<file path="src/cfd_pkg.sv">
package cfd_pkg;

  localparam int unsigned QueueDepth = 4;

  localparam logic [7:0] CodeMax  = 8'hFF;
  localparam logic [7:0] CodeZero = 8'h00;

  localparam logic [15:0] CapacityReset = 16'hFFFF;

  typedef enum logic [1:0] {
    ST_OK       = 2'd0,
    ST_DECODE   = 2'd1,
    ST_OVERFLOW = 2'd2
  } status_t;

  typedef struct packed {
    logic [7:0] out_byte;
    logic       out_valid;
    logic       frame_end;
    status_t    status;
  } result_t;

endpackage

</file>
<file path="src/cfd_front.sv">
module cfd_front (
  input  logic              clk,
  input  logic              rst,
  input  logic              cfg_wr_en,
  input  logic [15:0]       cfg_wr_data,
  input  logic              take,
  input  logic [7:0]        in_byte,
  input  logic              frame_last,
  output logic              res_push,
  output cfd_pkg::result_t  res
);

  logic [15:0]      output_capacity;
  logic [7:0]       group_left, group_left_next;
  logic             prior_code_max, prior_code_max_next;
  logic             seen_code, seen_code_next;
  logic [15:0]      written_count, written_count_next;
  cfd_pkg::status_t error_kind, error_kind_next;
  logic             error_in_open_group, error_in_open_group_next;

  logic             at_cap;
  logic             emit;
  logic [7:0]       ob;
  logic             go;
  cfd_pkg::status_t st;

  assign at_cap = written_count >= output_capacity;

  always_comb begin
    group_left_next          = group_left;
    prior_code_max_next      = prior_code_max;
    seen_code_next           = seen_code;
    written_count_next       = written_count;
    error_kind_next          = error_kind;
    error_in_open_group_next = error_in_open_group;
    emit = 1'b0;
    ob   = cfd_pkg::CodeZero;
    go   = 1'b1;
    st   = cfd_pkg::ST_OK;

    if (group_left != 8'd0) begin
      // data byte
      if (error_kind == cfd_pkg::ST_OK) begin
        if (at_cap) begin
          error_kind_next          = cfd_pkg::ST_OVERFLOW;
          error_in_open_group_next = 1'b1;
        end else begin
          emit               = 1'b1;
          ob                 = in_byte;
          written_count_next = written_count + 16'd1;
        end
      end
      group_left_next = group_left - 8'd1;
      if (group_left_next == 8'd0) begin
        error_in_open_group_next = 1'b0;
      end
    end else if (error_kind == cfd_pkg::ST_OK) begin
      // code byte; implicit zero of the previous group goes out first
      if (seen_code && !prior_code_max) begin
        if (at_cap) begin
          error_kind_next = cfd_pkg::ST_OVERFLOW;
          go              = 1'b0;
        end else begin
          emit               = 1'b1;
          written_count_next = written_count + 16'd1;
        end
      end
      if (go) begin
        if (in_byte == cfd_pkg::CodeZero) begin
          error_kind_next = cfd_pkg::ST_DECODE;
        end else begin
          group_left_next     = in_byte - 8'd1;
          prior_code_max_next = (in_byte == cfd_pkg::CodeMax);
          seen_code_next      = 1'b1;
        end
      end
    end

    if (frame_last) begin
      if (group_left_next != 8'd0 &&
          (error_kind_next == cfd_pkg::ST_OK || error_in_open_group_next)) begin
        st = cfd_pkg::ST_DECODE;
      end else begin
        st = error_kind_next;
      end
      group_left_next          = 8'd0;
      prior_code_max_next      = 1'b0;
      seen_code_next           = 1'b0;
      written_count_next       = 16'd0;
      error_kind_next          = cfd_pkg::ST_OK;
      error_in_open_group_next = 1'b0;
    end
  end

  assign res_push      = take && (emit || frame_last);
  assign res.out_byte  = ob;
  assign res.out_valid = emit;
  assign res.frame_end = frame_last;
  assign res.status    = st;

  always_ff @(posedge clk) begin
    if (rst) begin
      output_capacity     <= cfd_pkg::CapacityReset;
      group_left          <= 8'd0;
      prior_code_max      <= 1'b0;
      seen_code           <= 1'b0;
      written_count       <= 16'd0;
      error_kind          <= cfd_pkg::ST_OK;
      error_in_open_group <= 1'b0;
    end else begin
      if (cfg_wr_en) begin
        output_capacity <= cfg_wr_data;
      end
      if (take) begin
        group_left          <= group_left_next;
        prior_code_max      <= prior_code_max_next;
        seen_code           <= seen_code_next;
        written_count       <= written_count_next;
        error_kind          <= error_kind_next;
        error_in_open_group <= error_in_open_group_next;
      end
    end
  end

endmodule

</file>
<file path="src/cfd_queue.sv">
module cfd_queue #(
  parameter int unsigned DEPTH = cfd_pkg::QueueDepth
) (
  input  logic              clk,
  input  logic              rst,
  input  logic              wr_en,
  input  cfd_pkg::result_t  wr_data,
  output logic              full,
  input  logic              rd_en,
  output cfd_pkg::result_t  rd_data,
  output logic              not_empty
);

  localparam int unsigned PtrW = (DEPTH > 1) ? $clog2(DEPTH) : 1;
  localparam int unsigned CntW = $clog2(DEPTH + 1);
  localparam logic [PtrW-1:0] LastIdx = PtrW'(DEPTH - 1);

  cfd_pkg::result_t entries [DEPTH];
  logic [PtrW-1:0]  wr_ptr, rd_ptr;
  logic [CntW-1:0]  count;
  logic             do_wr, do_rd;

  assign full      = count == CntW'(DEPTH);
  assign not_empty = count != '0;
  assign do_wr     = wr_en && !full;
  assign do_rd     = rd_en && not_empty;
  assign rd_data   = entries[rd_ptr];

  always_ff @(posedge clk) begin
    if (do_wr) begin
      entries[wr_ptr] <= wr_data;
    end
  end

  always_ff @(posedge clk) begin
    if (rst) begin
      wr_ptr <= '0;
      rd_ptr <= '0;
      count  <= '0;
    end else begin
      if (do_wr) begin
        wr_ptr <= (wr_ptr == LastIdx) ? '0 : wr_ptr + PtrW'(1);
      end
      if (do_rd) begin
        rd_ptr <= (rd_ptr == LastIdx) ? '0 : rd_ptr + PtrW'(1);
      end
      if (do_wr && !do_rd) begin
        count <= count + CntW'(1);
      end else if (do_rd && !do_wr) begin
        count <= count - CntW'(1);
      end
    end
  end

endmodule

</file>
<file path="src/cfd_back.sv">
module cfd_back (
  input  logic              clk,
  input  logic              rst,
  input  logic              q_not_empty,
  input  cfd_pkg::result_t  q_data,
  output logic              q_rd,
  input  logic              pop,
  output logic              empty,
  output cfd_pkg::result_t  res
);

  logic hold;

  assign q_rd  = q_not_empty && (!hold || pop);
  assign empty = !hold;

  always_ff @(posedge clk) begin
    if (q_rd) begin
      res <= q_data;
    end
  end

  always_ff @(posedge clk) begin
    if (rst) begin
      hold <= 1'b0;
    end else begin
      hold <= q_not_empty || (hold && !pop);
    end
  end

endmodule

</file>
<file path="src/cobs_frame_decoder_core.sv">
// Streaming COBS decoder, one encoded byte per beat.
// Throughput: one input beat per cycle while full is low; one result beat
// per cycle while pop is high. A result reaches the output ports by the
// result queue write and then the output register load.
// Reset (rst, synchronous): frame state cleared, queue and output empty,
// output_capacity back to 65535.
module cobs_frame_decoder_core #(
  parameter int unsigned QUEUE_DEPTH = cfd_pkg::QueueDepth
) (
  input  logic        clk,
  input  logic        rst,
  input  logic        cfg_wr_en,
  input  logic [15:0] cfg_wr_data,
  input  logic        push,
  output logic        full,
  input  logic [7:0]  in_byte,
  input  logic        frame_last,
  output logic        empty,
  input  logic        pop,
  output logic [7:0]  out_byte,
  output logic        out_valid,
  output logic        frame_end,
  output logic [1:0]  status
);

  logic             take;
  logic             res_push;
  cfd_pkg::result_t front_res;
  cfd_pkg::result_t q_data;
  logic             q_not_empty;
  logic             q_rd;
  cfd_pkg::result_t out_res;

  assign take = push && !full;

  cfd_front u_front (
    .clk         (clk),
    .rst         (rst),
    .cfg_wr_en   (cfg_wr_en),
    .cfg_wr_data (cfg_wr_data),
    .take        (take),
    .in_byte     (in_byte),
    .frame_last  (frame_last),
    .res_push    (res_push),
    .res         (front_res)
  );

  cfd_queue #(
    .DEPTH (QUEUE_DEPTH)
  ) u_queue (
    .clk       (clk),
    .rst       (rst),
    .wr_en     (res_push),
    .wr_data   (front_res),
    .full      (full),
    .rd_en     (q_rd),
    .rd_data   (q_data),
    .not_empty (q_not_empty)
  );

  cfd_back u_back (
    .clk         (clk),
    .rst         (rst),
    .q_not_empty (q_not_empty),
    .q_data      (q_data),
    .q_rd        (q_rd),
    .pop         (pop),
    .empty       (empty),
    .res         (out_res)
  );

  assign out_byte  = out_res.out_byte;
  assign out_valid = out_res.out_valid;
  assign frame_end = out_res.frame_end;
  assign status    = out_res.status;

endmodule

</file>
<file path="config.mk">
export PLATFORM = sky130hd
export DESIGN_NAME = cobs_frame_decoder_core
export DESIGN_NICKNAME = d
export VERILOG_FILES = /design/src/cfd_pkg.sv /design/src/cfd_front.sv /design/src/cfd_queue.sv /design/src/cfd_back.sv /design/src/cobs_frame_decoder_core.sv
export SDC_FILE = /design/constraint.sdc
export NUM_CORES = 1
export LEC_CHECK = 0
export ABC_CLOCK_PERIOD_IN_PS = 6750
export BUFFER_PORTS_ARGS = -buffer_cell sky130_fd_sc_hd__clkbuf_2
export CAP_MARGIN = 20
export CORE_MARGIN = 3
export CORE_UTILIZATION = 45
export DETAILED_ROUTE_END_ITERATION = 8
export PLACE_DENSITY_LB_ADDON = 0.25
export SLEW_MARGIN = 20
export SYNTH_ARGS = -nofsm -noshare
export SYNTH_HDL_FRONTEND = slang
export SYNTH_SLANG_ARGS = --single-unit
</file>
<file path="constraint.sdc">
create_clock -name clk -period 6.75 [get_ports clk]
set_input_delay 0.675 -clock clk [delete_from_list [all_inputs] [get_ports clk]]
set_output_delay 0.675 -clock clk [all_outputs]
set_load 0.01 [all_outputs]
</file>
## After elaboration in Yosys (flattened, before gate mapping)

Memory sizes are Yosys's and may differ from the RTL's. A register that Yosys moved wholly into a read port is not among the register bits.
Index checks and enable logic that the tools add are counted.

| storage, ports and cells | value |
|---|---|
| register bits after elaboration | 53 |
| output and inout bits | 14 |
| bits in writable memories | 48 |
| memories | 1 |
| bits of input ports | 30 |
| logic and storage cells | 112 |

Memories:

| name | depth | width | rd ports | clocked after Yosys merged registers in | wr ports | RTL line | source |
|---|---|---|---|---|---|---|---|
| u_queue.entries | 4 | 12 | 1 | 1 | 1 | cfd_queue.sv:18 | `cfd_pkg::result_t entries [DEPTH];` |

| operators by class | value |
|---|---|
| equal/unequal tests | 6 |
| add/subtract/negate cells | 7 |
| $lt $le $gt $ge | 1 |
| multiplexer cells | 53 |
| reduce and logical (&&, ||, !) cells | 33 |

Operators with widths:

| cell | number |
|---|---|
| two-way mux 16 bit | 6 |
| two-way mux 8 bit | 8 |
| two-way mux 1 bit | 25 |
| two-way mux 2 bit | 12 |
| adder 16 x 1 -> 16 bit (second input constant) | 1 |
| >= comparator 16 bit | 1 |
| logical NOT 8 bit | 2 |
| nonzero test 8 bit | 2 |
| subtractor 8 x 1 -> 8 bit (second input constant) | 2 |
| logical AND 1 bit | 10 |
| equality test 8 bit (second input constant) | 1 |
| logical NOT 1 bit | 6 |
| two-way mux 3 bit | 2 |
| nonzero test 2 bit | 3 |
| nonzero test 3 bit | 2 |
| AND reduction 5 bit | 1 |
| adder 2 x 1 -> 2 bit (second input constant) | 2 |
| equality test 2 bit (second input constant) | 2 |
| logical NOT 2 bit | 2 |
| logical OR 1 bit | 4 |
| inequality test 2 bit (second input constant) | 2 |
| adder 3 x 1 -> 3 bit (second input constant) | 1 |
| equality test 3 bit (second input constant) | 1 |
| AND reduction 3 bit | 1 |
| subtractor 3 x 1 -> 3 bit (second input constant) | 1 |

## Depth between registers and ports, before layout

| depth | value |
|---|---|
| depth after elaboration | 13 |
| mapped depth | 14 |
| depth with buffers taken out | 14 |

## Modules after synthesis

From an unflattened synthesis, not the netlist that was laid out.

| second synthesis, totals | value |
|---|---|
| cells, all modules | 499 |
| area, all modules | 5586.6 um2 |

Modules (own cells, without submodules):

| module | seq. area each (um2) | instances | area each (um2) | cells an instance |
|---|---|---|---|---|
| cfd_front | 900.9 | 1 | 2946.6 | 368 |
| cfd_queue | 1621.6 | 1 | 2220.9 | 112 |
| cfd_back | 380.4 | 1 | 405.4 | 18 |
| cobs_frame_decoder_core | 0.0 | 1 | 13.8 | 1 |

## Least setup slack after synthesis

Ideal clock, no wire load.

| timing | value |
|---|---|
| path kind | reg2reg |
| start | reg u_front.written_count[1] |
| end | reg u_queue.count[2] |
| arrival | 2.952 ns |
| setup time | 0.071 ns |
| path buffers | 0 |
| slack | 3.727 ns |
| required time | 6.679 ns |
| cell stages (with the launch flop) | 14 |
| period minus slack after synthesis | 3.023 ns |
| path through | dfxtp_1 -> ha_1 -> nor2b_1 -> o211a_1 -> o311ai_4 -> and4_4 -> o21ai_4 -> inv_1 -> ha_1 -> inv_1 -> fa_1 -> xor2_1 -> or3_1 -> a21oi_1 |

RTL lines:

| item | RTL line | source |
|---|---|---|
| start, declared | cfd_front.sv:17 | `logic [15:0] written_count, written_count_next;` |
| start signal, assigned | cfd_front.sv:118 | `written_count <= written_count_next;` |
| end signal, assigned | cfd_queue.sv:48 | `count <= count + CntW'(1);` |
| end signal, assigned | cfd_queue.sv:50 | `count <= count - CntW'(1);` |
| end, declared | cfd_queue.sv:20 | `logic [CntW-1:0] count;` |

==> flow_metrics.env <==
export IMPL_status="completed"
export IMPL_grt_usage=0.181
export IMPL_hold_class="reg -> reg"
export IMPL_worstRegToRegCells=14
export IMPL_maxClockFrequency_ghz=0.297
export IMPL_crit_family="simple AND/OR/NAND/NOR gates"
export IMPL_ir_drop_uv=155
export IMPL_synth_flop_cell="edfxtp_1"
export IMPL_synthCells=491
export IMPL_detail_route_antenna_nets=0
export IMPL_grt_overflow_total=0
export IMPL_gp_congestion=0.895
export IMPL_fin_crit_ns=3.37
export IMPL_crit_reg2reg_launch="u_front.output_capacity[14]$_SDFFE_PP1P_"
export IMPL_crit_required_ns=7.08
export IMPL_cts_htree_levels=4
export IMPL_crit_chain="inv_1 > ha_1 > nand4_1 > nor3_1 > o311ai_4 > and4_4 > o21ai_4 > inv_1 > ha_1 > inv_1 > fa_1 > xor2_1 > or3_1 > a21oi_1"
export IMPL_slew_headroom=0.389
export IMPL_grt_max_degree=32
export IMPL_ys_top_cells_by_count="60 x edfxtp_1, 53 x dfxtp_1, 47 x nand2_1, 47 x nor2_1, 36 x inv_1"
export IMPL_dieArea_um2=13300
export IMPL_ys_ff_latch=113
export IMPL_placed_cells=661
export IMPL_p_int_uw=1790
export IMPL_busiest_layer="met2"
export IMPL_rrSetupSlack_ns=3.38
export IMPL_met1_usage=0.227
export IMPL_cts_setup_buffers=0
export IMPL_switching_share=0.300
export IMPL_max_stage_delay_ns=0.42
export IMPL_synth_edf_count=60
export IMPL_core_um2=11600
export IMPL_final_hold_viol_count=0
export IMPL_critPathLaunch="u_front.output_capacity[14]$_SDFFE_PP1P_"
export IMPL_synth_area_leaders="edfxtp_1 33%, dfxtp_1 20%, ha_1 6.7%, mux4_2 5.0%, nand2_1 3.3%"
export IMPL_stdcell_count=692
export IMPL_fin_ws_ns=3.38
export IMPL_report_final_slew_viol_count=0
export IMPL_cts_tree="yes"
export IMPL_ctsLongestPathBuffers=2
export IMPL_placementRows=39
export IMPL_antenna_found_initial=0
export IMPL_drive_above_1_share=0.166
export IMPL_hpwlAfterDp_um=7670
export IMPL_cts_clk_slew_worst_paths_ns=0.05
export IMPL_io_pins=44
export IMPL_period_share=0.499
export IMPL_yosys_area_top_type="edfxtp_1"
export IMPL_grt_use_met3=0.0458
export IMPL_critical_path_max_fanout=16
export IMPL_yosys_warnings=0
export IMPL_fin_skew_ns=0.00788
export IMPL_grt_util_met2=0.294
export IMPL_worstSetupEndpointType="register"
export IMPL_post_synth_cell_area_avg_um2=11.0
export IMPL_layout_area_seq_um2=2860
export IMPL_rsz0062_at_grt="no"
export IMPL_p_clk_frac=0.354
export IMPL_io_buffers=43
export IMPL_initial_core_util=0.466
export IMPL_pwr_density_cell_nw_per_um2=405
export IMPL_synth_async_reset_ratio=0
export IMPL_switchingPower_uw=768
export IMPL_fp_dieH_um=115
export IMPL_p_leak_uw=0.00255
export IMPL_tightest_slew_ns=0.915
export IMPL_startpoint_type="register"
export IMPL_cap_violations=0
export IMPL_dr_pass1_iters=4
export IMPL_combPwrFrac=0.260
export IMPL_dr_total_vias=3754
export IMPL_final_setup_viol_count=0
export IMPL_syn_nets=551
export IMPL_cts_root_buf="clkbuf_16"
export IMPL_ctsHoldBuffers=0
export IMPL_cts_resized=0
export IMPL_synth_top_area_share=0.335
export IMPL_final_util=0.546
export IMPL_crit_buf_inv=3
export IMPL_fillCellCount=980
export IMPL_cp_data_arrival_time_ns=3.70
export IMPL_crit_cells=14
export IMPL_p_seq_frac=0.386
export IMPL_synth_distinct_cells=52
export IMPL_post_dp_cell_area_um2=5720
export IMPL_slowest_stage="nor3_1"
export IMPL_crit_top_cell="inv_1"
export IMPL_multi_input_area_um2=2310
export IMPL_wl_um=10900
export IMPL_crit_end="u_queue.count[2]$_SDFFE_PP0P_"
export IMPL_tns_ns=0
export IMPL_die_x_um=115
export IMPL_r2r_end="u_queue.count[2]$_SDFFE_PP0P_"
export IMPL_routed_via_density=5.42
export IMPL_path_class="reg -> reg"
export IMPL_grt_pass1_wl_um=18300
export IMPL_drt_initial_drc_count=243
export IMPL_cts_buffers=17
export IMPL_stdcell_area_um2=6310
export IMPL_wl_per_cell_um=15.8
export IMPL_post_place_ws_ns=3.41
export IMPL_drc=0
export IMPL_grt_pass1_vias=3723
export IMPL_synth_area_um2=5380
export IMPL_area_growth_pct=17.3
export IMPL_clkLatencyLatePin_ns=0.41
export IMPL_nNetsFinal=597
export IMPL_insertedDiodeCount=0
export IMPL_clock_sinks=113
export IMPL_yosys_cell_count_top_type="edfxtp_1"
export IMPL_ys_seq_area_frac=0.532
## registers in the layout, summed over array words and instances (netlist names)
name                         cells
u_queue.entries                 48
u_front.output_capacity         16
u_front.written_count           16
u_back.res                      12
u_front.group_left               8
u_queue.count                    3
u_front.error_kind               2
u_queue.rd_ptr                   2
u_queue.wr_ptr                   2
u_back.hold                      1
u_front.error_in_open_group      1
u_front.prior_code_max           1
u_front.seen_code                1
## power groups by stage
| stage | Clock (µW) | Sequential [µW] | Combinational [µW] |
|---|---|---|---|
| 2_1_floorplan | 0 | 979 | 509 |
| 3_3_place_gp | 0 | 998 | 653 |
| 3_5_place_dp | 0 | 1000 | 669 |
| 4_1_cts | 921 | 991 | 672 |
| 5_1_grt | 947 | 1010 | 754 |
| 6_report | 905 | 987 | 666 |
## metrics by stage
step / hold WS [ns] / power [µW]
after global routing: 0.491 / 2710
after CTS: 0.462 / 2580
after detailed placement: 0.465 / 1670
final: 0.476 / 2560
after floorplan: 0.438 / 1490
after global placement: 0.449 / 1650
## worst min-delay path by stage
stage	end	slack, ns	depth (start not counted)	from
after floorplan	u_front.seen_code$_SDFFE_PP0P_	0.44	2	u_front.seen_code$_SDFFE_PP0P_
after global placement	u_front.seen_code$_SDFFE_PP0P_	0.45	2	u_front.seen_code$_SDFFE_PP0P_
after detailed placement	u_front.seen_code$_SDFFE_PP0P_	0.46	2	u_front.seen_code$_SDFFE_PP0P_
after CTS	u_front.output_capacity[10]$_SDFFE_PP1P_	0.46	3	cfg_wr_data[10]
after global routing	u_front.output_capacity[5]$_SDFFE_PP1P_	0.49	3	cfg_wr_data[5]
final	u_front.seen_code$_SDFFE_PP0P_	0.48	2	u_front.seen_code$_SDFFE_PP0P_
## logic make-up (layout without fill, tap and decap cells)
family / after synthesis / count (layout) / share of synthesized area
muxes: 18 / 18 / 0.0614
and+or+nand+nor: 170 / 170 / 0.153
DFF: 113 / 113 / 0.532
buffers and inverters: 54 / 112 / 0.0388
adders and majority gates: 30 / 30 / 0.0711
xor gates and xnor gates: 22 / 22 / 0.0358
AOI/OAI and AO/OA: 84 / 84 / 0.108
## placed cells by master, fill, tap and decap left out, types with 2 or more instances in the layout
cell type,netlist,routed
o31ai_1,2,2
clkbuf_2,1,43
ha_1,29,29
o211ai_1,17,17
a211oi_1,2,2
a31o_2,2,2
nor4_1,6,6
inv_1,36,36
nor2b_1,6,6
nand2_1,47,47
nand2b_1,4,4
clkbuf_16,0,17
clkinv_1,1,5
nand3b_1,3,3
o211a_1,2,2
dfxtp_1,53,53
a22oi_1,9,9
xnor2_1,16,16
a31oi_1,6,6
nor3_1,21,21
bufinv_16,0,4
nand4_1,6,6
o22ai_1,2,2
a21o_1,3,3
a21oi_1,20,20
and3_1,2,2
clkinvlp_4,0,2
nand3_1,13,13
and2_1,7,7
xor2_1,6,6
mux2i_1,6,6
o21ai_0,12,12
clkinv_2,0,2
nor2_1,47,47
mux4_2,12,12
edfxtp_1,60,60
## layer usage
layer	wire (µm)	vias to the layer above
li1	-	1867
met1	4880	1781
met2	5400	91
met3	503	15
met4	171	0
met5	0	-
## final cells by class
type / instances / share of cell area
clock buffer: 18 / 0.0680
tap: 143 / 0.0283
clock inverter: 13 / 0.0268
sequential: 113 / 0.453
timing repair buffer: 44 / 0.0353
inverter: 37 / 0.0220
multi-input combinational: 324 / 0.366
## worst register-to-register path, stage by stage, from the launching register on
cell and delay (ns):
dfxtp_1 0.30, inv_1 0.06, ha_1 0.30, nand4_1 0.14, nor3_1 0.42, o311ai_4 0.18, and4_4 0.25, o21ai_4 0.40
inv_1 0.22, ha_1 0.26, inv_1 0.07, fa_1 0.18, xor2_1 0.08, or3_1 0.30, a21oi_1 0.14
(Power assumes the default switching activity.)
